--- src/sv/pdst_pkg.sv ---
// shared types and constants for the pid drive controller with slew and heading trim
// used by the front, queue, back and top-level modules; no dependencies

package pdst_pkg;

    // fixed controller constants
    localparam logic [15:0] TICK_MS       = 16'd15;
    localparam logic [31:0] WINDUP_LIMIT  = 32'd85000;
    localparam int          QUEUE_DEPTH   = 4;
    localparam int          QPTR_W        = $clog2(QUEUE_DEPTH);
    localparam int          CFG_ADDR_W    = 5;

    // input kind codes
    localparam logic KIND_START = 1'b0;
    localparam logic KIND_TICK  = 1'b1;

    // configuration register indexes
    localparam logic [2:0] REG_TARGET_TICKS = 3'd0;
    localparam logic [2:0] REG_GAIN_P       = 3'd1;
    localparam logic [2:0] REG_GAIN_I       = 3'd2;
    localparam logic [2:0] REG_GAIN_D       = 3'd3;
    localparam logic [2:0] REG_TIMEOUT_MS   = 3'd4;
    localparam logic [2:0] REG_STOP_BAND    = 3'd5;
    localparam logic [2:0] REG_RISE_STEP    = 3'd6;
    localparam logic [2:0] REG_FALL_STEP    = 3'd7;

    // configuration reset values
    localparam logic [23:0] RST_TARGET_TICKS = 24'd0;
    localparam logic [23:0] RST_GAIN_P       = 24'd214958;
    localparam logic [23:0] RST_GAIN_I       = 24'd398;
    localparam logic [23:0] RST_GAIN_D       = 24'd608174;
    localparam logic [15:0] RST_TIMEOUT_MS   = 16'd3000;
    localparam logic [9:0]  RST_STOP_BAND    = 10'd7;
    localparam logic [7:0]  RST_RISE_STEP    = 8'd9;
    localparam logic [8:0]  RST_FALL_STEP    = 9'd256;

    // classified input item
    typedef struct packed {
        logic               is_start;
        logic signed [23:0] encoder_count;
        logic signed [23:0] heading;
    } item_t;

    // configuration registers as seen by the back end
    typedef struct packed {
        logic signed [23:0] target_ticks;
        logic [23:0]        gain_p;
        logic [23:0]        gain_i;
        logic [23:0]        gain_d;
        logic [15:0]        timeout_ms;
        logic [9:0]         stop_band;
        logic [7:0]         rise_step;
        logic [8:0]         fall_step;
    } cfg_t;

    // one result item
    typedef struct packed {
        logic signed [31:0] integral_sum;
        logic signed [25:0] position_error;
        logic               finished;
        logic signed [7:0]  right_drive;
        logic signed [7:0]  left_drive;
    } result_t;

    // back-end sequencer states
    typedef enum logic [3:0] {
        S_IDLE,
        S_ERR,
        S_SUM,
        S_MUL_P,
        S_MUL_I,
        S_MUL_D,
        S_ACC,
        S_TRIM,
        S_QUOT,
        S_SLEW,
        S_WRITE
    } back_state_t;

endpackage

--- src/sv/pdst_front.sv ---
// input stage: takes stream transfers, decodes the kind and holds one item for the queue
// depends on pdst_pkg

module pdst_front
    import pdst_pkg::*;
(
    input  logic        clk,
    input  logic        rst_n,
    input  logic        s_tvalid,
    output logic        s_tready,
    input  logic [47:0] s_tdata,   // encoder_count[23:0], heading[47:24]
    input  logic [0:0]  s_tuser,   // kind[0]
    output logic        push_valid,
    input  logic        push_ready,
    output item_t       push_item
);

    logic  valid_reg;
    item_t item_reg;

    // the holding register frees up whenever the queue takes its item
    assign s_tready   = !valid_reg || push_ready;
    assign push_valid = valid_reg;
    assign push_item  = item_reg;

    // valid flag
    always_ff @(posedge clk or negedge rst_n)
    begin
        if (!rst_n)
        begin
            valid_reg <= 1'b0;
        end
        else if (s_tready)
        begin
            valid_reg <= s_tvalid;
        end
    end

    // decode and capture the item
    always_ff @(posedge clk)
    begin
        if (s_tvalid && s_tready)
        begin
            item_reg.is_start      <= (s_tuser[0] == KIND_START);
            item_reg.encoder_count <= s_tdata[23:0];
            item_reg.heading       <= s_tdata[47:24];
        end
    end

endmodule

--- config.mk ---
export PLATFORM = sky130hd
export DESIGN_NAME = pdst_front
export DESIGN_NICKNAME = d
export VERILOG_FILES = /design/src/sv/pdst_pkg.sv /design/src/sv/pdst_front.sv
export SDC_FILE = /design/constraint.sdc
export NUM_CORES = 1
export LEC_CHECK = 0
export ABC_CLOCK_PERIOD_IN_PS = 1250
export BUFFER_PORTS_ARGS = -buffer_cell sky130_fd_sc_hd__buf_2
export CAP_MARGIN = 20
export CORE_MARGIN = 5
export CORE_UTILIZATION = 36
export DETAILED_ROUTE_END_ITERATION = 8
export GPL_ROUTABILITY_DRIVEN = 1
export PLACE_DENSITY = 0.83
export SETUP_SLACK_MARGIN = 0.1
export SYNTH_ARGS = -nofsm -noshare
export SYNTH_HDL_FRONTEND = slang
export SYNTH_SLANG_ARGS = --single-unit
--- constraint.sdc ---
create_clock -name clk -period 1.25 [get_ports clk]
set_clock_uncertainty 0.1 [all_clocks]
set_input_delay 0.125 -clock clk [delete_from_list [all_inputs] [get_ports clk]]
set_output_delay 0.125 -clock clk [all_outputs]
set_load 0.1 [all_outputs]
==> results.md <==
* Tmin final at 1.40 ns
* Slew @ Worst Pin at 0.181 ns
* Combinational share of power at 29.9%
* Number of synthesized register bits at 50
* Port Buf Inserts at 103
* Asr flop ratio synth at 2.00%
* Failing checks: negative setup slack
* Io pins at 104
* GPL Wtd Cong at 0.689
* Post-route DRC at 0
* Overall power at 4.58 mW
* Register share of total power at 44.6%
* CTS Buffer Depth at 2
* Sw frac at 32.3%
* Leading area contributor after synthesis: edfxtp_1
* Total GRT Usage at 22.9%
* CP Class: flip-flop to flip-flop
* Post-place setup slack at -0.0467 ns
* Core box area at 0.00406 mm2
* Area of the multi-input gates at 28.8 um2
* Synthesized cell area at 0.00153 mm2
* Mean post-synth cell area at 28.3 um2
* Number of antenna-violating nets in the routed design at 0
* Maximum clock frequency at 715 MHz
* Final WS setup at -0.149 ns
* Synth cell types at 6
* Clock Root Buffer: clkbuf_8
* # setup viols final at 51
* Pin count of the biggest net entering global routing at 26
* Via Count at 1256
* CTS tree: built
* Critical Path RT at 1.18 ns
* CP Max Fanout at 12
* Dominant register cell in the synthesized netlist: edfxtp_1
* Rows at 23
* HP Class: input pin to asynchronous set/reset pin
* Power share of the clock group at 25.5%
* Yosys top cell area share at 96.2%
* CTS Buf Count at 5
* Most frequent cell after synthesis: edfxtp_1
* PD cells at 1260 mW/mm2
* Crit-path slowest cell: dfrtp_4
* Clk Latency, worst-skew pair at 0.30 ns
* Clock Sinks at 50
* Antenna cells at 0
* Pre-Repair DR Iteration Count at 4
* Vias in the first global route at 1420
* Hold Vio Cnt, Final at 0
* Drt wl/cell at 24.2 um
* Outcome: finished, violations left
* Die ar. at 0.00565 mm2
* Initial antenna violation count at 0
* Fill count at 130
* P_sw at 1.48 mW
* Slew HR at 88.0%
* Worst-path cell chain: nand2b_4 > and2_4 > clkbuf_16
* Worst-case vdd ir drop at 0.880 mV
* Vias/cell at 4.58
* FF/Latch Area at 0.00150 mm2
* Slew Viols, Final at 0
* Synthesis-to-finish area growth at 137%
* Synth warn at 0
* Post-Route WL at 6640 um
* Setup crit end kind: flip-flop
* Syn Nets at 107
* CP peak stage delay at 0.51 ns
* Worst Path Arrival at 1.33 ns
* First-pass GRT wire length at 8600 um
* Initial Util at 37.7%
* H-tree Lvls at 2
* Unrepaired setup endpoints after global routing: yes
* Max Cap Viol at 0
* DR iter-0 viols at 77
* Detailed-placement wirelength estimate at 3330 um
* # nets final at 276
* Sequential fraction of the synthesis area at 97.9%
* Die X at 75.2 um
* Layout cells sized above 1 at 54.5%
* Cells after Synth at 54
* Lkg Pwr at 1.52 nW
* Int Pwr at 3.10 mW
* Die height at 75.2 um
* GRT overflow at 0
* EDFF count, synth at 49
* Clock-pin transition on the worst setup and hold timing paths at 0.10 ns
* Worst setup SP type: flip-flop
* Top cells by area, synth: edfxtp_1 96%, dfrtp_1 1.6%, nand2b_4 0.90%
* Fin crit share at 112%
what timing repair did:
item | 4_1_cts | 5_1_grt
hold endpoints to repair | 51 | 0
cloned | 0 | 3
setup endpoints to repair | 78 | 100
setup buffers | 0 | 1
resized for setup | 1 | 0
pin swaps | 0 | 0
hold buffers | 51 | 0
power by group through the flow:
stage	combinational (mW)	sequential, mW	clock, mW
CTS	1.31	2.03	1.13
global route	1.40	2.05	1.27
global placement	1.16	2.06	0
finish	1.37	2.04	1.17
floorplan	0.0548	2.65	0
detailed placement	1.18	2.07	0
kinds of logic (layout without fill, tap and decap cells):
family                 after synthesis  count (layout)  synth area share, %
buffers and inverters                1             171                0.245
DFF                                 50              50                 97.9
and+or+nand+nor                      3               3                 1.88
layout by cell type (no fill, tap or decap):
cell type and n:
dlygate4sd3_1 51, buf_2 52, edfxtp_1 49, clkbuf_16 2, and2_4 1, inv_1 1
nand2b_1 1, buf_6 2, bufinv_16 1, dfrtp_4 1, buf_4 2, clkinv_2 1
buf_12 53, inv_6 1, nand2b_4 1, clkbuf_8 5
final cells by class:
cell class | count | area share (%)
Sequential cell | 50 | 41.4
Tap cell | 50 | 1.72
Multi-Input combinational cell | 3 | 0.793
Clock buffer | 5 | 1.90
Timing Repair Buffer | 162 | 52.9
Clock inverter | 3 | 1.21
Inverter | 1 | 0.103
flip-flops by register name, indices dropped and copies added (netlist names):
signal / flops
push_item: 49
push_valid: 1
final timing paths:
path,from,end,slack (ns),cells after the start
worst max-delay path,push_valid,push_item[1],-0.15,3
max in group asynchronous,rst_n,push_valid,0.91,2
worst min-delay path,rst_n,push_valid,0.04,2
worst min register to register,push_valid,push_valid,0.75,4
min in group clk,push_ready,push_valid,0.23,5
worst max register to register,push_valid,push_item[1],-0.15,3
metal layers:
layer	track usage [%]	vias up	share of wire (%)
li1	-	548	-
met1	27.6	608	37
met2	35.8	88	49
met3	12.0	12	12
met4	7.18	0	1.7
met5	0	-	0
per-stage QoR:
step / TNS (ns) / area, um2 / hold slack [ns] / util, % / instances
final: -6.62 / 3630 / 0.0434 / 89.4 / 274
after global placement: -1.26 / 2930 / -0.199 / 72.2 / 211
after detailed placement: -2.15 / 2930 / -0.193 / 72.2 / 211
after CTS: -3.27 / 3560 / 0.0144 / 87.7 / 270
after global routing: -7.58 / 3630 / 0.0249 / 89.4 / 274
after floorplan: -33.12 / 1530 / -0.271 / - / 54
critical path: cells and delay by family (launching register included):
family	cells	cell delay, ns
simple gates	2	0.32
buf+inv	1	0.20
flops	1	0.51
Note: power is estimated with default switching activity, not from simulation.
