**src/sv/pdst_pkg.sv**
```systemverilog
// shared types and constants for the pid drive controller with slew and heading trim
// used by the front, queue, back and top-level modules; no dependencies

package pdst_pkg;

    // fixed controller constants
    localparam logic [15:0] TICK_MS       = 16'd15;
    localparam logic [31:0] WINDUP_LIMIT  = 32'd85000;
    localparam int          QUEUE_DEPTH   = 4;
    localparam int          QPTR_W        = $clog2(QUEUE_DEPTH);
    localparam int          CFG_ADDR_W    = 5;

    // input kind codes
    localparam logic KIND_START = 1'b0;
    localparam logic KIND_TICK  = 1'b1;

    // configuration register indexes
    localparam logic [2:0] REG_TARGET_TICKS = 3'd0;
    localparam logic [2:0] REG_GAIN_P       = 3'd1;
    localparam logic [2:0] REG_GAIN_I       = 3'd2;
    localparam logic [2:0] REG_GAIN_D       = 3'd3;
    localparam logic [2:0] REG_TIMEOUT_MS   = 3'd4;
    localparam logic [2:0] REG_STOP_BAND    = 3'd5;
    localparam logic [2:0] REG_RISE_STEP    = 3'd6;
    localparam logic [2:0] REG_FALL_STEP    = 3'd7;

    // configuration reset values
    localparam logic [23:0] RST_TARGET_TICKS = 24'd0;
    localparam logic [23:0] RST_GAIN_P       = 24'd214958;
    localparam logic [23:0] RST_GAIN_I       = 24'd398;
    localparam logic [23:0] RST_GAIN_D       = 24'd608174;
    localparam logic [15:0] RST_TIMEOUT_MS   = 16'd3000;
    localparam logic [9:0]  RST_STOP_BAND    = 10'd7;
    localparam logic [7:0]  RST_RISE_STEP    = 8'd9;
    localparam logic [8:0]  RST_FALL_STEP    = 9'd256;

    // classified input item
    typedef struct packed {
        logic               is_start;
        logic signed [23:0] encoder_count;
        logic signed [23:0] heading;
    } item_t;

    // configuration registers as seen by the back end
    typedef struct packed {
        logic signed [23:0] target_ticks;
        logic [23:0]        gain_p;
        logic [23:0]        gain_i;
        logic [23:0]        gain_d;
        logic [15:0]        timeout_ms;
        logic [9:0]         stop_band;
        logic [7:0]         rise_step;
        logic [8:0]         fall_step;
    } cfg_t;

    // one result item
    typedef struct packed {
        logic signed [31:0] integral_sum;
        logic signed [25:0] position_error;
        logic               finished;
        logic signed [7:0]  right_drive;
        logic signed [7:0]  left_drive;
    } result_t;

    // back-end sequencer states
    typedef enum logic [3:0] {
        S_IDLE,
        S_ERR,
        S_SUM,
        S_MUL_P,
        S_MUL_I,
        S_MUL_D,
        S_ACC,
        S_TRIM,
        S_QUOT,
        S_SLEW,
        S_WRITE
    } back_state_t;

endpackage

```
**src/sv/pdst_queue.sv**
```systemverilog
// short item queue between the input stage and the control back end
// depends on pdst_pkg

module pdst_queue
    import pdst_pkg::*;
(
    input  logic  clk,
    input  logic  rst_n,
    input  logic  push_valid,
    output logic  push_ready,
    input  item_t push_item,
    output logic  pop_valid,
    input  logic  pop,
    output item_t pop_item
);

    item_t             entry_reg [QUEUE_DEPTH];
    logic [QPTR_W-1:0] wr_ptr_reg;
    logic [QPTR_W-1:0] rd_ptr_reg;
    logic [QPTR_W:0]   count_reg;
    logic              do_push;
    logic              do_pop;

    assign push_ready = (count_reg != (QPTR_W + 1)'(QUEUE_DEPTH));
    assign pop_valid  = (count_reg != '0);
    assign pop_item   = entry_reg[rd_ptr_reg];
    assign do_push    = push_valid && push_ready;
    assign do_pop     = pop && pop_valid;

    // pointers and fill count
    always_ff @(posedge clk or negedge rst_n)
    begin
        if (!rst_n)
        begin
            wr_ptr_reg <= '0;
            rd_ptr_reg <= '0;
            count_reg  <= '0;
        end
        else
        begin
            if (do_push)
            begin
                wr_ptr_reg <= wr_ptr_reg + 1'b1;
            end
            if (do_pop)
            begin
                rd_ptr_reg <= rd_ptr_reg + 1'b1;
            end
            if (do_push && !do_pop)
            begin
                count_reg <= count_reg + 1'b1;
            end
            else if (do_pop && !do_push)
            begin
                count_reg <= count_reg - 1'b1;
            end
        end
    end

    // entry storage
    always_ff @(posedge clk)
    begin
        if (do_push)
        begin
            entry_reg[wr_ptr_reg] <= push_item;
        end
    end

endmodule

```
**config.mk**
```make
export PLATFORM = sky130hd
export DESIGN_NAME = pdst_queue
export DESIGN_NICKNAME = d
export VERILOG_FILES = /design/src/sv/pdst_pkg.sv /design/src/sv/pdst_queue.sv
export SDC_FILE = /design/constraint.sdc
export NUM_CORES = 1
export LEC_CHECK = 0
export BUFFER_PORTS_ARGS = -buffer_cell sky130_fd_sc_hd__buf_2
export CAP_MARGIN = 10
export CORE_MARGIN = 2
export CORE_UTILIZATION = 38
export CTS_CLUSTER_DIAMETER = 30
export DETAILED_ROUTE_END_ITERATION = 10
export MAX_ROUTING_LAYER = met4
export PLACE_DENSITY = 0.61
export SYNTH_ARGS = -nofsm -noshare
export SYNTH_HDL_FRONTEND = slang
export SYNTH_SLANG_ARGS = --single-unit
```
**constraint.sdc**
```tcl
create_clock -name clk -period 3.74 [get_ports clk]
set_input_delay 0 -clock clk [delete_from_list [all_inputs] [get_ports clk]]
set_output_delay 0 -clock clk [all_outputs]
set_load 0.05 [all_outputs]
```
==> impl_metrics.toml <==
[sta]
period_share_pct = 67.5
setup_tns_ps = 0
worstMarginPinSlew_ps = 1050
maximum_clock_rate_ghz = 0.396
period_needed_ps = 2520
max-slew-margin-rel_pct = 30.0
fin_worst_skew_ps = 13.9
max_slew_violation_count = 0
grt_setup_unrepaired = "false"
finalSetupViolations = 0
report.final.hold_viol_count = 0

[critical_path]
endpoint_kind = "primary output"
worstSetupStartpointType = "register"
worst-endpoint-required_ps = 3740
r2r-end = "entry_reg[3][26]"
worstPathArrival_ps = 2520
crit_chain = "mux4_2 -> buf_2"
slowest_stage = "sky130_fd_sc_hd__dfrtp_4"
worst_path_fanout_max = 51
path_class = "register to primary output"
reg2reg_from = "count_reg[0]"
r2r_cells = 4
reg2reg_setup_slack_ps = 1600
worst_path_largest_cell_delay_ps = 1110

[clocking]
tritoncts_buffers = 39
clock_slew_at_the_register_clock_pins_of_the_worst_setup_and_hold_paths_ps = 40
clk_latency_ps = 500
clkSinkCount = 203
post-cts-setup-buffers = 0
cts_root_cell = "sky130_fd_sc_hd__clkbuf_16"
htreeDepth = 2
ctsResizeCount = 0
tritoncts = "done"
cts-root-to-sink-buffers = 3

[hold_path]
timing.hold.worst.start = "push_item[31]"
min_delay_path_depth = 2
hold_class = "input port to register"
hold-path-endpoint = "entry_reg[0][31]"

[die]
dieArea_sq_um = 21000
floorplan.io_pins = 104
dieHeight_microns = 145
placement_rows = 51
core_region_area_sq_um = 19500
die_width_microns = 145
initial_core_util_pct = 38.7

[grt]
grt.total_usage_pct = 14.7
grt_antenna_before_repair = 1
first_pass_grt_wire_length_mm = 22.0
pin_count_of_the_biggest_net_entering_global_routing = 52
vias_in_the_first_global_route = 4118
grt_overflow = 0

[power]
clock_power_share_pct = 33.5
internal-power_mw = 6.12
combinational_share_of_power_pct = 31.2
power.sequential.fraction_pct = 35.3
ir_worst_vdd_uv = 382
total_leakage_power_nw = 3.58
swShare_pct = 36.0
netSwitchingPower_mw = 3.44
power_per_cell_area_nw_per_um2 = 946

[logic_synthesis]
ys_ff_latch = 203
synthDistinctLibCells = 20
synth_fp_nets = 351
synth.avg_cell_area_sq_um = 25.8
ys_warn_count = 0
netlist_instances = 292
sequential_share_of_the_synthesized_area_pct = 80.4
syn_area_sq_um = 7540

[routing]
detailedRoute.firstIterationViolations = 136
routed_via_density = 4.70
final_wirelength_mm = 14.3
avgRoutedWirePerCell_microns = 18.4
detail-route-antenna-nets = 0
vias = 3671
drt-pass1-iter-count = 4
post-route-drc-count = 0

[layout]
largest_register_ff_count = 196
fin_cells = 781
post_route_cells_drive_above_1_share_pct = 44.5
area_delta_synth_final_pct = 33.9
finish.net_count = 545

[status]
run_status = "finished clean"

[placement]
dp_hpwl_mm = 8.12
place.detailed.instances = 657
gp_congestion = 0.709
number_of_buffers_added_on_ports = 103

[flow_run]
max_cap_violations = 0
==> through the flow <==
| stage | total power, mW | cell area, sq um | hold WS [ps] | setup WS (ps) | util (%) |
|---|---|---|---|---|---|
| 2_1_floorplan | 5.78 | 7540 | -296 | 1380 | - |
| 3_3_place_gp | 6.38 | 8320 | -160 | 1650 | 42.8 |
| 3_5_place_dp | 6.43 | 8320 | -155 | 1560 | 42.8 |
| 4_1_cts | 9.72 | 10100 | 218 | 1090 | 51.8 |
| 5_1_grt | 9.99 | 10100 | 247 | 1010 | 51.9 |
| 6_report | 9.55 | 10100 | 253 | 1220 | 51.9 |
==> layout make-up <==
type / count / area [sq um]
clock inverters: 20 / 188
clock buffers: 50 / 1050
fillers: 1568 / 9370
repair buffers: 165 / 1110
well taps: 265 / 332
diodes: 1 / 2.50
flip-flops and latches: 203 / 6070
multi-input cells: 74 / 1330
inverters: 3 / 11.3
==> kinds of logic (layout without fill, tap and decap cells) <==
kind of cell,Yosys count,after routing,share of synthesized area [%]
DFF,203,203,80.4
adders and majority gates,6,6,1.10
buffers and inverters,15,238,2.01
other,0,1,0
AOI/OAI and AO/OA,1,1,0.149
muxes,51,51,15.0
and+or+nand+nor,10,10,0.680
xor gates and xnor gates,6,6,0.697
==> cell usage after synthesis <==
library cell               number  area [sq um]
sky130_fd_sc_hd__or3_1          1          6.26
sky130_fd_sc_hd__a21boi_2       1          11.3
sky130_fd_sc_hd__nand2_1        2          7.51
sky130_fd_sc_hd__mux4_2        48          1080
sky130_fd_sc_hd__mux2_2         2          22.5
sky130_fd_sc_hd__xor2_1         2          17.5
sky130_fd_sc_hd__nor2_1         2          7.51
sky130_fd_sc_hd__buf_6          1          11.3
sky130_fd_sc_hd__and2_1         4          25.0
sky130_fd_sc_hd__edfxtp_1     196          5890
sky130_fd_sc_hd__nand3_1        1          5.00
sky130_fd_sc_hd__buf_12         5           100
sky130_fd_sc_hd__ha_1           5          62.6
sky130_fd_sc_hd__inv_1          3          11.3
sky130_fd_sc_hd__clkbuf_1       1          3.75
sky130_fd_sc_hd__buf_2          5          25.0
sky130_fd_sc_hd__mux4_1         1          26.3
sky130_fd_sc_hd__fa_1           1          20.0
sky130_fd_sc_hd__dfrtp_1        7           175
sky130_fd_sc_hd__xnor2_1        4          35.0
==> worst max path at each step <==
stage | start | endpoint | depth (start not counted)
final | rd_ptr_reg[0] | pop_item[42] | 2
after global routing | rd_ptr_reg[0] | pop_item[44] | 2
after CTS | rd_ptr_reg[0] | pop_item[42] | 2
after detailed placement | count_reg[0] | entry_reg[1][47] | 4
after global placement | count_reg[0] | entry_reg[3][48] | 4
after floorplan | count_reg[0] | entry_reg[0][0] | 3
==> layout by cell type, fill, tap and decap left out, types with 3 or more instances in the layout <==
master                          Yosys  layout
sky130_fd_sc_hd__clkinv_2           0       8
sky130_fd_sc_hd__clkbuf_1           1       9
sky130_fd_sc_hd__ha_1               5       5
sky130_fd_sc_hd__dlygate4sd3_1      0      53
sky130_fd_sc_hd__inv_6              0       5
sky130_fd_sc_hd__inv_1              3       3
sky130_fd_sc_hd__edfxtp_1         196     196
sky130_fd_sc_hd__dfrtp_1            7       5
sky130_fd_sc_hd__buf_2              5     103
sky130_fd_sc_hd__mux4_2            48      48
sky130_fd_sc_hd__buf_4              0       9
sky130_fd_sc_hd__clkbuf_16          0      40
sky130_fd_sc_hd__and2_2             0       4
sky130_fd_sc_hd__xnor2_1            4       4
==> worst max-delay path, delay by kind of cell (launching register included) <==
| kind | cells | cell delay (ps) |
|---|---|---|
| buffers and inverters | 1 | 230 |
| flip-flops | 1 | 1110 |
| multiplexers | 1 | 640 |
==> power groups by stage <==
stage | Clock, mW | Sequential [mW] | Combinational [mW]
final | 3.20 | 3.37 | 2.98
after global routing | 3.39 | 3.46 | 3.14
after CTS | 3.27 | 3.41 | 3.04
after detailed placement | 0 | 3.45 | 2.98
after global placement | 0 | 3.42 | 2.96
after floorplan | 0 | 3.15 | 2.63
==> layer usage <==
| metal | global-route usage (%) | routed length (microns) | share of wire, % |
|---|---|---|---|
| met1 | 18.3 | 6320 | 44 |
| met2 | 23.2 | 7130 | 50 |
| met3 | 4.18 | 706 | 4.9 |
| met4 | 5.16 | 188 | 1.3 |
| met5 | - | 0 | 0 |
==> repair_timing <==
item,in CTS,in global routing
endpoints found under the setup margin,0,0
hold buffers,53,0
hold endpoints to repair,206,0
Note: power is estimated with default switching activity, not from simulation.
